**config.mk**
```make
export PLATFORM = sky130hd
export DESIGN_NAME = assembly_lexer_top_flat
export DESIGN_NICKNAME = d
export VERILOG_FILES = /design/src/asmlex_pkg.sv /design/src/asmlex_if.sv /design/src/assembly_lexer_top.sv /design/src/flat_wrapper.sv
export SDC_FILE = /design/constraint.sdc
export NUM_CORES = 1
export LEC_CHECK = 0
export ABC_AREA = 1
export BUFFER_PORTS_ARGS = -buffer_cell sky130_fd_sc_hd__buf_2
export CAP_MARGIN = 20
export CORE_AREA = 2 2 360 291
export CTS_CLUSTER_SIZE = 14
export DETAILED_ROUTE_END_ITERATION = 8
export DIE_AREA = 0 0 362 293
export PLACE_DENSITY_LB_ADDON = 0.2
export SYNTH_ARGS = -nofsm -noshare
export SYNTH_HDL_FRONTEND = slang
export SYNTH_SLANG_ARGS = --single-unit
```
**constraint.sdc**
```tcl
create_clock -name clk -period 30.1 [get_ports clk]
set_clock_uncertainty 0.05 [all_clocks]
set_input_delay 4.515 -clock clk [delete_from_list [all_inputs] [get_ports clk]]
set_output_delay 4.515 -clock clk [all_outputs]
set_load 0.005 [all_outputs]
```
**src/asmlex_pkg.sv**
```systemverilog
// ----------------------------------------------------------------------------
// Assembly lexer package
// Widths, character codes, token kinds and the result record of the
// byte-serial assembler tokenizer.
// ----------------------------------------------------------------------------
`default_nettype none

package asmlex_pkg;

	localparam int VALUE_BITS  = 32;
	localparam int COLUMN_BITS = 16;
	localparam int LINE_BITS   = 16;
	localparam int LENGTH_BITS = 16;
	localparam int CHAR_W      = 8;
	localparam int KIND_W      = 4;
	localparam int NUMBER_W    = 32;
	localparam int COLUMN_W    = 16;
	localparam int LINE_W      = 16;
	localparam int MAX_RESULTS = 3;
	localparam int COUNT_W     = 2;

	localparam logic [LENGTH_BITS-1:0] LENGTH_MAX = '1;

	localparam logic [CHAR_W-1:0] CH_TAB    = 8'h09;
	localparam logic [CHAR_W-1:0] CH_LF     = 8'h0a;
	localparam logic [CHAR_W-1:0] CH_CR     = 8'h0d;
	localparam logic [CHAR_W-1:0] CH_SPACE  = 8'h20;
	localparam logic [CHAR_W-1:0] CH_HASH   = 8'h23;
	localparam logic [CHAR_W-1:0] CH_PLUS   = 8'h2b;
	localparam logic [CHAR_W-1:0] CH_COMMA  = 8'h2c;
	localparam logic [CHAR_W-1:0] CH_MINUS  = 8'h2d;
	localparam logic [CHAR_W-1:0] CH_ZERO   = 8'h30;
	localparam logic [CHAR_W-1:0] CH_NINE   = 8'h39;
	localparam logic [CHAR_W-1:0] CH_LBRACK = 8'h5b;
	localparam logic [CHAR_W-1:0] CH_RBRACK = 8'h5d;
	localparam logic [CHAR_W-1:0] CH_UNDER  = 8'h5f;
	localparam logic [CHAR_W-1:0] CH_A_LOW  = 8'h61;
	localparam logic [CHAR_W-1:0] CH_F_LOW  = 8'h66;
	localparam logic [CHAR_W-1:0] CH_X_LOW  = 8'h78;
	localparam logic [CHAR_W-1:0] CH_Z_LOW  = 8'h7a;
	localparam logic [CHAR_W-1:0] CH_LBRACE = 8'h7b;
	localparam logic [CHAR_W-1:0] CH_RBRACE = 8'h7d;
	localparam logic [CHAR_W-1:0] CASE_BIT  = 8'h20;
	localparam logic [CHAR_W-1:0] HEX_TEN   = 8'h0a;

	typedef enum logic [KIND_W-1:0] {
		KIND_IDENT   = 4'd0,
		KIND_NUMBER  = 4'd1,
		KIND_COMMA   = 4'd2,
		KIND_LBRACK  = 4'd3,
		KIND_RBRACK  = 4'd4,
		KIND_LBRACE  = 4'd5,
		KIND_RBRACE  = 4'd6,
		KIND_PLUS    = 4'd7,
		KIND_MINUS   = 4'd8,
		KIND_UNKNOWN = 4'd9,
		KIND_EOF     = 4'd10
	} kind_t;

	typedef struct packed {
		kind_t                kind;
		logic [NUMBER_W-1:0]  value;
		logic                 ovf;
		logic [LENGTH_BITS-1:0] length;
		logic [COLUMN_W-1:0]  column;
		logic [LINE_W-1:0]    line;
		logic [CHAR_W-1:0]    uchar;
	} result_t;

endpackage

`default_nettype wire

```
**src/asmlex_if.sv**
```systemverilog
// ----------------------------------------------------------------------------
// Assembly lexer channels
// Valid/ready channels for source bytes and for tokens.
// ----------------------------------------------------------------------------
`default_nettype none

interface asmlex_in_if;
	logic                           valid;
	logic                           ready;
	logic [asmlex_pkg::CHAR_W-1:0]  char_code;
	logic                           final_byte;

	modport source (output valid, output char_code, output final_byte, input ready);
	modport sink   (input valid, input char_code, input final_byte, output ready);
endinterface

interface asmlex_out_if;
	logic                                valid;
	logic                                ready;
	logic [asmlex_pkg::KIND_W-1:0]       token_kind;
	logic [asmlex_pkg::NUMBER_W-1:0]     number_value;
	logic                                value_overflow;
	logic [asmlex_pkg::LENGTH_BITS-1:0]  token_length;
	logic [asmlex_pkg::COLUMN_W-1:0]     start_column;
	logic [asmlex_pkg::LINE_W-1:0]       line_number;
	logic [asmlex_pkg::CHAR_W-1:0]       unknown_char;
	logic                                last_result;

	modport source (output valid, output token_kind, output number_value,
		output value_overflow, output token_length, output start_column,
		output line_number, output unknown_char, output last_result, input ready);
	modport sink   (input valid, input token_kind, input number_value,
		input value_overflow, input token_length, input start_column,
		input line_number, input unknown_char, input last_result, output ready);
endinterface

`default_nettype wire

```
**src/assembly_lexer_top.sv**
```systemverilog
// ----------------------------------------------------------------------------
// Assembly lexer
// A byte passes the input register, then the token buffer, to the output.
// Throughput: one byte per cycle while tokens.ready is high and a byte gives
// at most one token; a byte with k tokens (k <= 3) holds the next byte that
// gives tokens until the token buffer drains all k, one per ready cycle.
// Reset: arst_n clears all lexer state, line and column to zero.
// ----------------------------------------------------------------------------
`default_nettype none

module assembly_lexer_top (
	input  wire logic      clk,
	input  wire logic      arst_n,
	asmlex_in_if.sink      bytes,
	asmlex_out_if.source   tokens
);

	typedef enum logic [1:0] {
		MODE_IDLE    = 2'd0,
		MODE_IDENT   = 2'd1,
		MODE_NUMBER  = 2'd2,
		MODE_COMMENT = 2'd3
	} mode_t;

	typedef struct packed {
		logic                                hex_seen;
		logic                                hex_stopped;
		logic [asmlex_pkg::VALUE_BITS-1:0]   hex_acc;
		logic [asmlex_pkg::VALUE_BITS-1:0]   dec_acc;
		logic                                hex_ovf;
		logic                                dec_ovf;
		logic [asmlex_pkg::LENGTH_BITS-1:0]  chars;
	} num_t;

	localparam int VW = asmlex_pkg::VALUE_BITS;

	function automatic logic is_digit(logic [asmlex_pkg::CHAR_W-1:0] c);
		return c >= asmlex_pkg::CH_ZERO && c <= asmlex_pkg::CH_NINE;
	endfunction

	function automatic logic is_letter(logic [asmlex_pkg::CHAR_W-1:0] c);
		logic [asmlex_pkg::CHAR_W-1:0] l;
		l = c | asmlex_pkg::CASE_BIT;
		return !c[asmlex_pkg::CHAR_W-1] && l >= asmlex_pkg::CH_A_LOW
			&& l <= asmlex_pkg::CH_Z_LOW;
	endfunction

	function automatic logic [asmlex_pkg::LENGTH_BITS-1:0] sat_inc(
		logic [asmlex_pkg::LENGTH_BITS-1:0] n);
		return (n == asmlex_pkg::LENGTH_MAX) ? n : n + 1'b1;
	endfunction

	function automatic num_t number_byte(num_t s, logic [asmlex_pkg::CHAR_W-1:0] c);
		num_t                          r;
		logic [asmlex_pkg::CHAR_W-1:0] l;
		logic [3:0]                    nib;
		logic [VW+3:0]                 hsum;
		logic [VW+3:0]                 dsum;
		r    = s;
		l    = c | asmlex_pkg::CASE_BIT;
		nib  = is_digit(c) ? c[3:0] : 4'(l - asmlex_pkg::CH_A_LOW + asmlex_pkg::HEX_TEN);
		hsum = {s.hex_acc, 4'b0000} + (VW+4)'(nib);
		dsum = (VW+4)'({s.dec_acc, 3'b000}) + (VW+4)'({s.dec_acc, 1'b0}) + (VW+4)'(nib);
		if (c == asmlex_pkg::CH_X_LOW) begin
			if (!(s.chars == asmlex_pkg::LENGTH_BITS'(1) && !s.hex_seen && s.hex_acc == '0))
				r.hex_stopped = 1'b1;
			r.hex_seen = 1'b1;
		end else if (is_digit(c) || (l >= asmlex_pkg::CH_A_LOW && l <= asmlex_pkg::CH_F_LOW)) begin
			if (!s.hex_stopped) begin
				if (|hsum[VW+3:VW]) begin
					r.hex_acc = '1;
					r.hex_ovf = 1'b1;
				end else begin
					r.hex_acc = hsum[VW-1:0];
				end
			end
			if (is_digit(c) && !s.hex_seen) begin
				if (|dsum[VW+3:VW]) begin
					r.dec_acc = '1;
					r.dec_ovf = 1'b1;
				end else begin
					r.dec_acc = dsum[VW-1:0];
				end
			end
		end else begin
			r.hex_stopped = 1'b1;
		end
		r.chars = sat_inc(s.chars);
		return r;
	endfunction

	function automatic asmlex_pkg::result_t flush_res(mode_t m, num_t s,
		logic [asmlex_pkg::COLUMN_BITS-1:0] start, logic [asmlex_pkg::LINE_BITS-1:0] line);
		asmlex_pkg::result_t r;
		r        = '0;
		r.kind   = (m == MODE_NUMBER) ? asmlex_pkg::KIND_NUMBER : asmlex_pkg::KIND_IDENT;
		r.length = s.chars;
		r.column = asmlex_pkg::COLUMN_W'(start);
		r.line   = asmlex_pkg::LINE_W'(line);
		if (m == MODE_NUMBER) begin
			r.value = asmlex_pkg::NUMBER_W'(s.hex_seen ? s.hex_acc : s.dec_acc);
			r.ovf   = s.hex_seen ? s.hex_ovf : s.dec_ovf;
		end
		return r;
	endfunction

	function automatic asmlex_pkg::kind_t punct_kind(logic [asmlex_pkg::CHAR_W-1:0] c);
		asmlex_pkg::kind_t k;
		case (c)
			asmlex_pkg::CH_COMMA:  k = asmlex_pkg::KIND_COMMA;
			asmlex_pkg::CH_LBRACK: k = asmlex_pkg::KIND_LBRACK;
			asmlex_pkg::CH_RBRACK: k = asmlex_pkg::KIND_RBRACK;
			asmlex_pkg::CH_LBRACE: k = asmlex_pkg::KIND_LBRACE;
			asmlex_pkg::CH_RBRACE: k = asmlex_pkg::KIND_RBRACE;
			asmlex_pkg::CH_PLUS:   k = asmlex_pkg::KIND_PLUS;
			asmlex_pkg::CH_MINUS:  k = asmlex_pkg::KIND_MINUS;
			default:               k = asmlex_pkg::KIND_UNKNOWN;
		endcase
		return k;
	endfunction

	// input register
	logic                               valid_s1;
	logic [asmlex_pkg::CHAR_W-1:0]      char_s1;
	logic                               final_s1;

	// lexer state
	mode_t                              mode_q, mode_d;
	num_t                               num_q, num_d;
	logic [asmlex_pkg::COLUMN_BITS-1:0] start_q, start_d;
	logic [asmlex_pkg::COLUMN_BITS-1:0] col_q, col_d;
	logic [asmlex_pkg::LINE_BITS-1:0]   line_q, line_d;

	// token buffer
	asmlex_pkg::result_t                slot_q [asmlex_pkg::MAX_RESULTS];
	logic [asmlex_pkg::COUNT_W-1:0]     cnt_q;
	logic [asmlex_pkg::COUNT_W-1:0]     rd_q;

	asmlex_pkg::result_t                res [asmlex_pkg::MAX_RESULTS];
	logic [asmlex_pkg::COUNT_W-1:0]     nres;
	logic                               ends;
	asmlex_pkg::result_t                cur;
	logic                               take;
	logic                               drain;
	logic                               go;

	always_comb begin
		mode_d  = mode_q;
		num_d   = num_q;
		start_d = start_q;
		line_d  = line_q;
		col_d   = col_q + 1'b1;
		nres    = '0;
		ends    = 1'b0;
		for (int i = 0; i < asmlex_pkg::MAX_RESULTS; i++)
			res[i] = '0;

		case (mode_q)
			MODE_COMMENT: begin
				if (char_s1 == asmlex_pkg::CH_LF) begin
					mode_d = MODE_IDLE;
					line_d = line_q + 1'b1;
					col_d  = '0;
				end
			end
			MODE_IDENT: begin
				if (is_letter(char_s1) || is_digit(char_s1) || char_s1 == asmlex_pkg::CH_UNDER)
					num_d.chars = sat_inc(num_q.chars);
				else
					ends = 1'b1;
			end
			MODE_NUMBER: begin
				if (is_digit(char_s1) || char_s1 == asmlex_pkg::CH_X_LOW
					|| (num_q.hex_seen && is_letter(char_s1)))
					num_d = number_byte(num_q, char_s1);
				else
					ends = 1'b1;
			end
			default: ends = 1'b1;
		endcase

		if (ends) begin
			if (mode_q == MODE_IDENT || mode_q == MODE_NUMBER) begin
				res[nres] = flush_res(mode_q, num_q, start_q, line_q);
				nres      = nres + 1'b1;
			end
			mode_d = MODE_IDLE;
			if (char_s1 == asmlex_pkg::CH_SPACE || char_s1 == asmlex_pkg::CH_TAB) begin
				mode_d = MODE_IDLE;
			end else if (char_s1 == asmlex_pkg::CH_CR || char_s1 == asmlex_pkg::CH_LF) begin
				line_d = line_q + 1'b1;
				col_d  = '0;
			end else if (char_s1 == asmlex_pkg::CH_HASH) begin
				mode_d = MODE_COMMENT;
			end else if (is_letter(char_s1)) begin
				mode_d      = MODE_IDENT;
				start_d     = col_q;
				num_d.chars = asmlex_pkg::LENGTH_BITS'(1);
			end else if (is_digit(char_s1)) begin
				mode_d  = MODE_NUMBER;
				start_d = col_q;
				num_d   = number_byte('0, char_s1);
			end else begin
				res[nres].kind   = punct_kind(char_s1);
				res[nres].length = asmlex_pkg::LENGTH_BITS'(1);
				res[nres].column = asmlex_pkg::COLUMN_W'(col_q);
				res[nres].line   = asmlex_pkg::LINE_W'(line_q);
				res[nres].uchar  = (punct_kind(char_s1) == asmlex_pkg::KIND_UNKNOWN)
					? char_s1 : '0;
				nres = nres + 1'b1;
			end
		end

		if (final_s1) begin
			if (mode_d == MODE_IDENT || mode_d == MODE_NUMBER) begin
				res[nres] = flush_res(mode_d, num_d, start_d, line_d);
				nres      = nres + 1'b1;
			end
			res[nres].kind   = asmlex_pkg::KIND_EOF;
			res[nres].column = asmlex_pkg::COLUMN_W'(col_d);
			res[nres].line   = asmlex_pkg::LINE_W'(line_d);
			nres    = nres + 1'b1;
			mode_d  = MODE_IDLE;
			num_d   = '0;
			start_d = '0;
			col_d   = '0;
			line_d  = '0;
		end
	end

	assign take  = tokens.valid && tokens.ready;
	assign drain = take && (rd_q == cnt_q - 1'b1);
	assign go    = valid_s1 && (cnt_q == '0 || drain || nres == '0);

	assign bytes.ready = !valid_s1 || go;

	always_ff @(posedge clk or negedge arst_n) begin
		if (!arst_n) begin
			valid_s1 <= 1'b0;
		end else if (bytes.ready) begin
			valid_s1 <= bytes.valid;
		end
	end

	always_ff @(posedge clk) begin
		if (bytes.valid && bytes.ready) begin
			char_s1  <= bytes.char_code;
			final_s1 <= bytes.final_byte;
		end
	end

	always_ff @(posedge clk or negedge arst_n) begin
		if (!arst_n) begin
			mode_q  <= MODE_IDLE;
			num_q   <= '0;
			start_q <= '0;
			col_q   <= '0;
			line_q  <= '0;
		end else if (go) begin
			mode_q  <= mode_d;
			num_q   <= num_d;
			start_q <= start_d;
			col_q   <= col_d;
			line_q  <= line_d;
		end
	end

	always_ff @(posedge clk or negedge arst_n) begin
		if (!arst_n) begin
			cnt_q <= '0;
			rd_q  <= '0;
		end else if (go && nres != '0) begin
			cnt_q <= nres;
			rd_q  <= '0;
		end else if (drain) begin
			cnt_q <= '0;
			rd_q  <= '0;
		end else if (take) begin
			rd_q <= rd_q + 1'b1;
		end
	end

	always_ff @(posedge clk) begin
		if (go && nres != '0) begin
			for (int i = 0; i < asmlex_pkg::MAX_RESULTS; i++)
				slot_q[i] <= res[i];
		end
	end

	assign cur = slot_q[rd_q];

	assign tokens.valid          = cnt_q != '0;
	assign tokens.token_kind     = cur.kind;
	assign tokens.number_value   = cur.value;
	assign tokens.value_overflow = cur.ovf;
	assign tokens.token_length   = cur.length;
	assign tokens.start_column   = cur.column;
	assign tokens.line_number    = cur.line;
	assign tokens.unknown_char   = cur.uchar;
	assign tokens.last_result    = rd_q == cnt_q - 1'b1;

endmodule

`default_nettype wire

```
**src/flat_wrapper.sv**
```systemverilog
// flat-port wrapper written by rule: the top's interface ports become plain ports
module assembly_lexer_top_flat 
  (clk, arst_n, bytes_valid, bytes_char_code, bytes_final_byte, bytes_ready, tokens_valid, tokens_token_kind, tokens_number_value, tokens_value_overflow, tokens_token_length, tokens_start_column, tokens_line_number, tokens_unknown_char, tokens_last_result, tokens_ready);
  asmlex_in_if bytes_i ();
  asmlex_out_if tokens_i ();
  input  wire logic clk;
  input  wire logic arst_n;
  input wire logic [$bits(bytes_i.valid)-1:0] bytes_valid;
  input wire logic [$bits(bytes_i.char_code)-1:0] bytes_char_code;
  input wire logic [$bits(bytes_i.final_byte)-1:0] bytes_final_byte;
  output wire logic [$bits(bytes_i.ready)-1:0] bytes_ready;
  output wire logic [$bits(tokens_i.valid)-1:0] tokens_valid;
  output wire logic [$bits(tokens_i.token_kind)-1:0] tokens_token_kind;
  output wire logic [$bits(tokens_i.number_value)-1:0] tokens_number_value;
  output wire logic [$bits(tokens_i.value_overflow)-1:0] tokens_value_overflow;
  output wire logic [$bits(tokens_i.token_length)-1:0] tokens_token_length;
  output wire logic [$bits(tokens_i.start_column)-1:0] tokens_start_column;
  output wire logic [$bits(tokens_i.line_number)-1:0] tokens_line_number;
  output wire logic [$bits(tokens_i.unknown_char)-1:0] tokens_unknown_char;
  output wire logic [$bits(tokens_i.last_result)-1:0] tokens_last_result;
  input wire logic [$bits(tokens_i.ready)-1:0] tokens_ready;
  assign bytes_i.valid = bytes_valid;
  assign bytes_i.char_code = bytes_char_code;
  assign bytes_i.final_byte = bytes_final_byte;
  assign bytes_ready = bytes_i.ready;
  assign tokens_valid = tokens_i.valid;
  assign tokens_token_kind = tokens_i.token_kind;
  assign tokens_number_value = tokens_i.number_value;
  assign tokens_value_overflow = tokens_i.value_overflow;
  assign tokens_token_length = tokens_i.token_length;
  assign tokens_start_column = tokens_i.start_column;
  assign tokens_line_number = tokens_i.line_number;
  assign tokens_unknown_char = tokens_i.unknown_char;
  assign tokens_last_result = tokens_i.last_result;
  assign tokens_i.ready = tokens_ready;
  assembly_lexer_top u_core (.clk(clk), .arst_n(arst_n), .bytes(bytes_i), .tokens(tokens_i));
endmodule
```
# Word-level counts from Yosys, hierarchy flattened
# Memory sizes are Yosys's and may differ from the RTL's.
# Index checks and enable logic that the tools add are counted.
# Widths: inputs -> output; s select.
op_classes:
  n_div: 0
  mul: 0
  bitwise: 3
  n_reduce_logical: 40
  mux: 138
  n_addsub: 13
  eq_ne: 23
  shift: 0
  order_cmp: 11
ops:
  columns: ["op", "n"]
  rows:
  - ["$bwmux 279", 9]
  - ["$mux 279", 9]
  - ["$demux 93 s2", 9]
  - ["$mux 84", 7]
  - ["$mux 93", 5]
  - ["$mux 16", 22]
  - ["$mux 66", 3]
  - ["$mux 32", 6]
  - ["$mux 68", 2]
  - ["$mux 33", 4]
  - ["$mux 40", 2]
  - ["$add 36x4->36", 2]
  - ["$mux 56", 1]
  - ["$add 16x1->16 const B", 3]
  - ["$eq 8x7->1 const B", 6]
  - ["$mux 2", 24]
  - ["$mux 24", 2]
  - ["$eq 8x6->1 const B", 5]
  - ["$mux 38", 1]
  - ["$add 35x33->36", 1]
  - ["$logic_not 32->1", 1]
  - ["$pmux 16 s2", 1]
  - ["$mux 4", 7]
  - ["$pmux 4 s7", 1]
  - ["other kinds (28)", 95]
word_totals:
  in_bits: 13
  n_memories: 1
  romBits: 0
  output_inout_bits: 96
  regBits: 148
  latch_bits: 0
  mem_bits_rw: 279
  wordCells: 245
memory_table:
  columns: ["memory", "words", "width", "read_ports", "rd_ports_with_merged_regs", "wr", "line_no", "source"]
  rows:
  - ["u_core.slot_q", 3, 93, 1, 0, 3, "assembly_lexer_top.sv:135", "asmlex_pkg::result_t slot_q [asmlex_pkg::MAX_RESULTS];"]

# Logic depth before layout (Yosys ltp)
logic_depth:
  depth_word: 31
  ltp_mapped: 34
  mapped_depth_nobuf: 31

# Least setup slack after synthesis
# No wires, ideal clock.
synth_path:
  kind: "input-to-reg"
  startpoint: "input port tokens_ready"
  endpoint: "memory u_core.slot_q[0][0] (netlist bit), enable pin"
  setup_ns: 0.619
  arrival_time_ns: 10.104
  slack_ns: 19.327
  cell_stages: 6
  path_buffers: 0
  required_ns: 29.431
  cell_sequence: "nand2_1 -> inv_1 -> nand2_1 -> nand2_1 -> nand3_1 -> inv_1"
synth_rtl:
  columns: ["element", "line_no", "source"]
  rows:
  - ["start: declaration", "flat_wrapper.sv:21", "input wire logic [$bits(tokens_i.ready)-1:0] tokens_ready;"]
  - ["end: declaration", "assembly_lexer_top.sv:135", null]

# Worst setup path in the final report
layout_path:
  startpoint: "register u_core.char_s1[1] (netlist bit)"
  endpoint: "output port bytes_ready"
layout_between:
  elab_chain_cells: 18
  elab_cells_between_ends: 50
  classes_between: "2 x add/sub; 4 x order compare; 9 x eq/ne; 20 x mux; 15 x reduce/logical"
layout_lines:
  columns: ["element", "line_no", "source"]
  rows:
  - ["start: declaration", "assembly_lexer_top.sv:124", "logic [asmlex_pkg::CHAR_W-1:0] char_s1;"]
  - ["start signal: assignment", "assembly_lexer_top.sv:247", "char_s1 <= bytes.char_code;"]
  - ["branches (longest 13 deep; another with $ge 8x6->1)", null, null]
  - ["$mux 2 (*)", "assembly_lexer_top.sv:214", "if (final_s1) begin"]
  - ["$logic_not 2->1 (*)", "assembly_lexer_top.sv:233", "assign go = valid_s1 && (cnt_q == '0 || drain || nres == '0);"]
  - ["$logic_or 1x1->1 (*)", "assembly_lexer_top.sv:233", null]
  - ["$logic_and 1x1->1 (*)", "assembly_lexer_top.sv:233", null]
  - ["$logic_or 1x1->1 (*)", "assembly_lexer_top.sv:235", "assign bytes.ready = !valid_s1 || go;"]
  - ["end: declaration", "flat_wrapper.sv:11", "output wire logic [$bits(bytes_i.ready)-1:0] bytes_ready;"]
# Mark *: on every way between the ends. The select of a mux whose other input is x is not followed.

==> flow_metrics.py <==
metrics = {
    "synth": {
        "ys_types": 59,
        "async_flop_share": 0.3333,
        "syn_area_per_cell_sq_um": 8.214,
        "synthXorXnorAreaFrac": 0.01825,
        "yosysSeqAreaShare": 0.4650,
        "synthTopCellsByArea": "edfxtp_1 33%, dfrtp_1 14%, nand2_1 11%",
        "synth_nets": 3197,
        "synthMuxAreaShare": 0,
        "synthesis.area_sq_um": 25430,
        "synth-edff-count": 278,
        "synth_top_area_share": 0.3282,
        "yosys_register_bits": 417,
        "ys.flop_type": "edfxtp_1",
        "synth-compound-area-share": 0.1740,
        "synthCells": 3096,
        "synth_top_cell_by_area": "edfxtp_1",
        "yosysWarnings": 0,
        "synth_top_family_by_area": "simple AND/OR/NAND/NOR gates",
        "synth-simple-area-share": 0.2235,
        "synth_adder_area_share": 0.04388,
    },
    "global_route": {
        "grt_max_degree": 135,
        "gr-total-overflow": 0,
        "grt_pass1_wl_um": 138300,
        "grt_util_all_layers": 0.1677,
        "grt_pass1_vias": 21320,
        "antenna_found_initial": 2,
    },
    "route": {
        "avgViaCountPerCell": 4.919,
        "dr.pass1.iters": 7,
        "dr_total_vias": 22070,
        "drtIter0Drc": 1868,
        "drc": 0,
        "drt-total-wl_um": 90330,
        "antenna_left": 0,
        "wl_per_cell_um": 20.13,
    },
    "floorplan": {
        "num_io_pins": 109,
        "die_y_um": 293,
        "floorplan.initialDensity": 0.2491,
        "die_w_um": 362,
        "core_area_sq_um": 102100,
        "rows": 105,
        "die_area_sq_um": 106100,
    },
    "timing": {
        "setup_viol": 0,
        "fin_crit_sh": 0.3338,
        "rsz0062_at_grt": "no",
        "slew_viol_final": 0,
        "timing.fmax_mhz": 99.52,
        "finalSetupTns_ns": 0,
        "setup_ws_ns": 20.05,
        "finalHoldViolCount": 0,
        "maxSlewHeadroom": 0.2015,
        "tightest_slew_ns": 1.198,
        "period_minus_slack_ns": 10.05,
    },
    "critical_path": {
        "reg2reg_from": "u_core.char_s1[1]",
        "critPathRequiredTime_ns": 25.53,
        "end_kind": "output port",
        "path_max_fanout": 64,
        "arrival_ns": 5.48,
        "ff2ff_path_depth": 22,
        "rrSetupSlack_ns": 22.07,
        "worst_setup_path_start_kind": "register",
        "r2r-end": "u_core.slot_q[0][13]",
        "criticalPathCategory": "reg2out",
    },
    "pwr": {
        "finalPower_mw": 2.804,
        "p_per_area_nw_per_um2": 97.47,
        "ir_drop_v": 0.00009663,
        "p_leak_nw": 11.89,
    },
    "clocking": {
        "clock_sinks": 417,
        "cts_tree": "yes",
        "cts_max_path_buffers": 3,
        "cts_setup_buffers": 0,
        "worstSkewPairLatency_ns": 0.62,
        "htree_num_levels": 2,
        "cts_resized": 0,
        "clk_pin_slew_worst_paths_ns": 0.06,
        "ctsRootBufferMaster": "clkbuf_16",
        "cts_buffers": 50,
        "ctsHoldBuffers": 0,
    },
    "finish": {
        "fin_cells": 4487,
        "drive_gt1_frac": 0.1175,
        "finalNetCount": 3209,
        "syn_to_final_growth_pct": 13.13,
        "num_antenna_cells": 0,
        "final_area_sq_um": 28770,
    },
    "min_path": {
        "hold_path.class": "reg2reg",
        "min_from": "u_core.num_q[75]",
        "hold_depth": 2,
        "hold_path_end": "u_core.num_q[75]",
    },
    "place": {
        "placedCellCount": 4393,
        "gp_congestion": 0.8498,
        "portBuffers": 108,
        "place_ws_ns": 20.29,
        "dp_hpwl_um": 59990,
        "place_area_sq_um": 27100,
    },
    "outcome": {
        "outcome": "finished clean",
    },
    "job": {
        "maxCapViolations": 0,
    },
}
[worst max-delay path, stage by stage, from the launching register on]
cell,delay [ns]
edfxtp_1,0.49
inv_1,0.16
ha_1,0.22
o21ai_1,0.14
nand2_1,0.08
nand2_2,0.25
nand2_1,0.11
inv_2,0.08
nand3_2,0.10
nand3b_4,0.60
inv_1,0.24
a32oi_1,0.32
inv_1,0.08
ha_1,0.36
inv_1,0.22
nor2_1,0.08
a21oi_1,0.23
ha_1,0.28
or2_2,0.29
nand2_1,0.09
inv_1,0.05
nand3_2,0.10
nand3_1,0.11
buf_2,0.15
[worst max path at each step]
stage,from,endpoint,slack (ns)
global placement,tokens_ready,bytes_ready,20.27
detailed placement,tokens_ready,bytes_ready,20.29
finish,u_core.char_s1[1],bytes_ready,20.05
global route,u_core.char_s1[1],bytes_ready,19.54
floorplan,tokens_ready,u_core.slot_q[0][0],19.33
CTS,u_core.char_s1[0],bytes_ready,19.98
[cell type report]
type	count	area [sq um]
clock buffers	65	1329
clock inverters	29	346.6
fillers	10980	73310
inverters	287	1092
multi-input cells	2212	11710
flip-flops and latches	417	11830
well taps	1337	1673
repair buffers	140	787.0
[synth_stat cells, types with 18 or more instances]
cell	n
a21oi_1	235
edfxtp_1	278
or2_2	18
a221oi_1	29
o21ai_0	97
o211ai_1	34
o21ai_1	67
o22ai_1	63
inv_1	272
nand3_1	148
nand4_1	30
buf_2	35
clkbuf_1	117
nor2_1	363
xor2_1	40
o21ai_2	70
nand2_1	734
a31oi_1	22
dfrtp_1	139
nor3_1	26
ha_1	86
o2111ai_1	32
[power breakdown]
group          switching, mW  leakage, nW  internal, mW
combinational          0.886         6.56         0.310
sequential            0.0886         4.51         0.883
clock                  0.263        0.820         0.373
[per-layer routing]
metal / track usage / wire (um) / vias up
met5: 0 / 13 / -
met1: 0.2637 / 46620 / 10740
met4: 0.03455 / 1544 / 2
met2: 0.2365 / 36480 / 603
li1: - / - / 10630
met3: 0.02737 / 5668 / 92
[state kept, by name, summed over array words and instances (netlist names)]
signal / count
u_core.start_q: 16
u_core.rd_q: 2
u_core.mode_q: 2
u_core.final_s1: 1
u_core.cnt_q: 2
u_core.valid_s1: 1
u_core.char_s1: 8
u_core.line_q: 16
u_core.slot_q: 269
u_core.col_q: 16
u_core.num_q: 84
[stage by stage]
stage | util | hold slack (ns)
after global placement | 0.2654 | 0.4139
after floorplan | - | 0.4030
final | 0.2819 | 0.4298
after CTS | 0.2819 | 0.4334
after global routing | 0.2819 | 0.4562
after detailed placement | 0.2654 | 0.4178
[cell usage in the layout (no fill, tap or decap), drive strengths merged, types with 8 or more instances in the layout]
cell,Yosys,final
a21oi,236,236
dfrtp,139,139
inv,286,288
ha,86,86
edfxtp,278,278
o2111ai,32,32
nor3,31,31
xnor2,13,13
o21ai,234,234
o32ai,8,8
buf,63,140
or2,18,18
nand3,155,155
a221oi,29,29
nor2,369,369
nand2,742,742
o211ai,34,34
nor4,10,10
nand4,31,31
o221ai,12,12
o21bai,18,18
clkbuf,117,65
xor2,40,40
a31oi,22,22
clkinv,1,19
o22ai,63,63
[cell families (layout without fill, tap and decap cells)]
logic type,count (synthesis),after routing
AND/OR/NAND/NOR,1366,1366
AO/OA/AOI/OAI,705,705
buffers and inverters,467,521
flip-flops,417,417
adder cells (fa/ha/maj),88,88
XOR/XNOR,53,53
No activity file was read; power rests on OpenSTA's default activity.
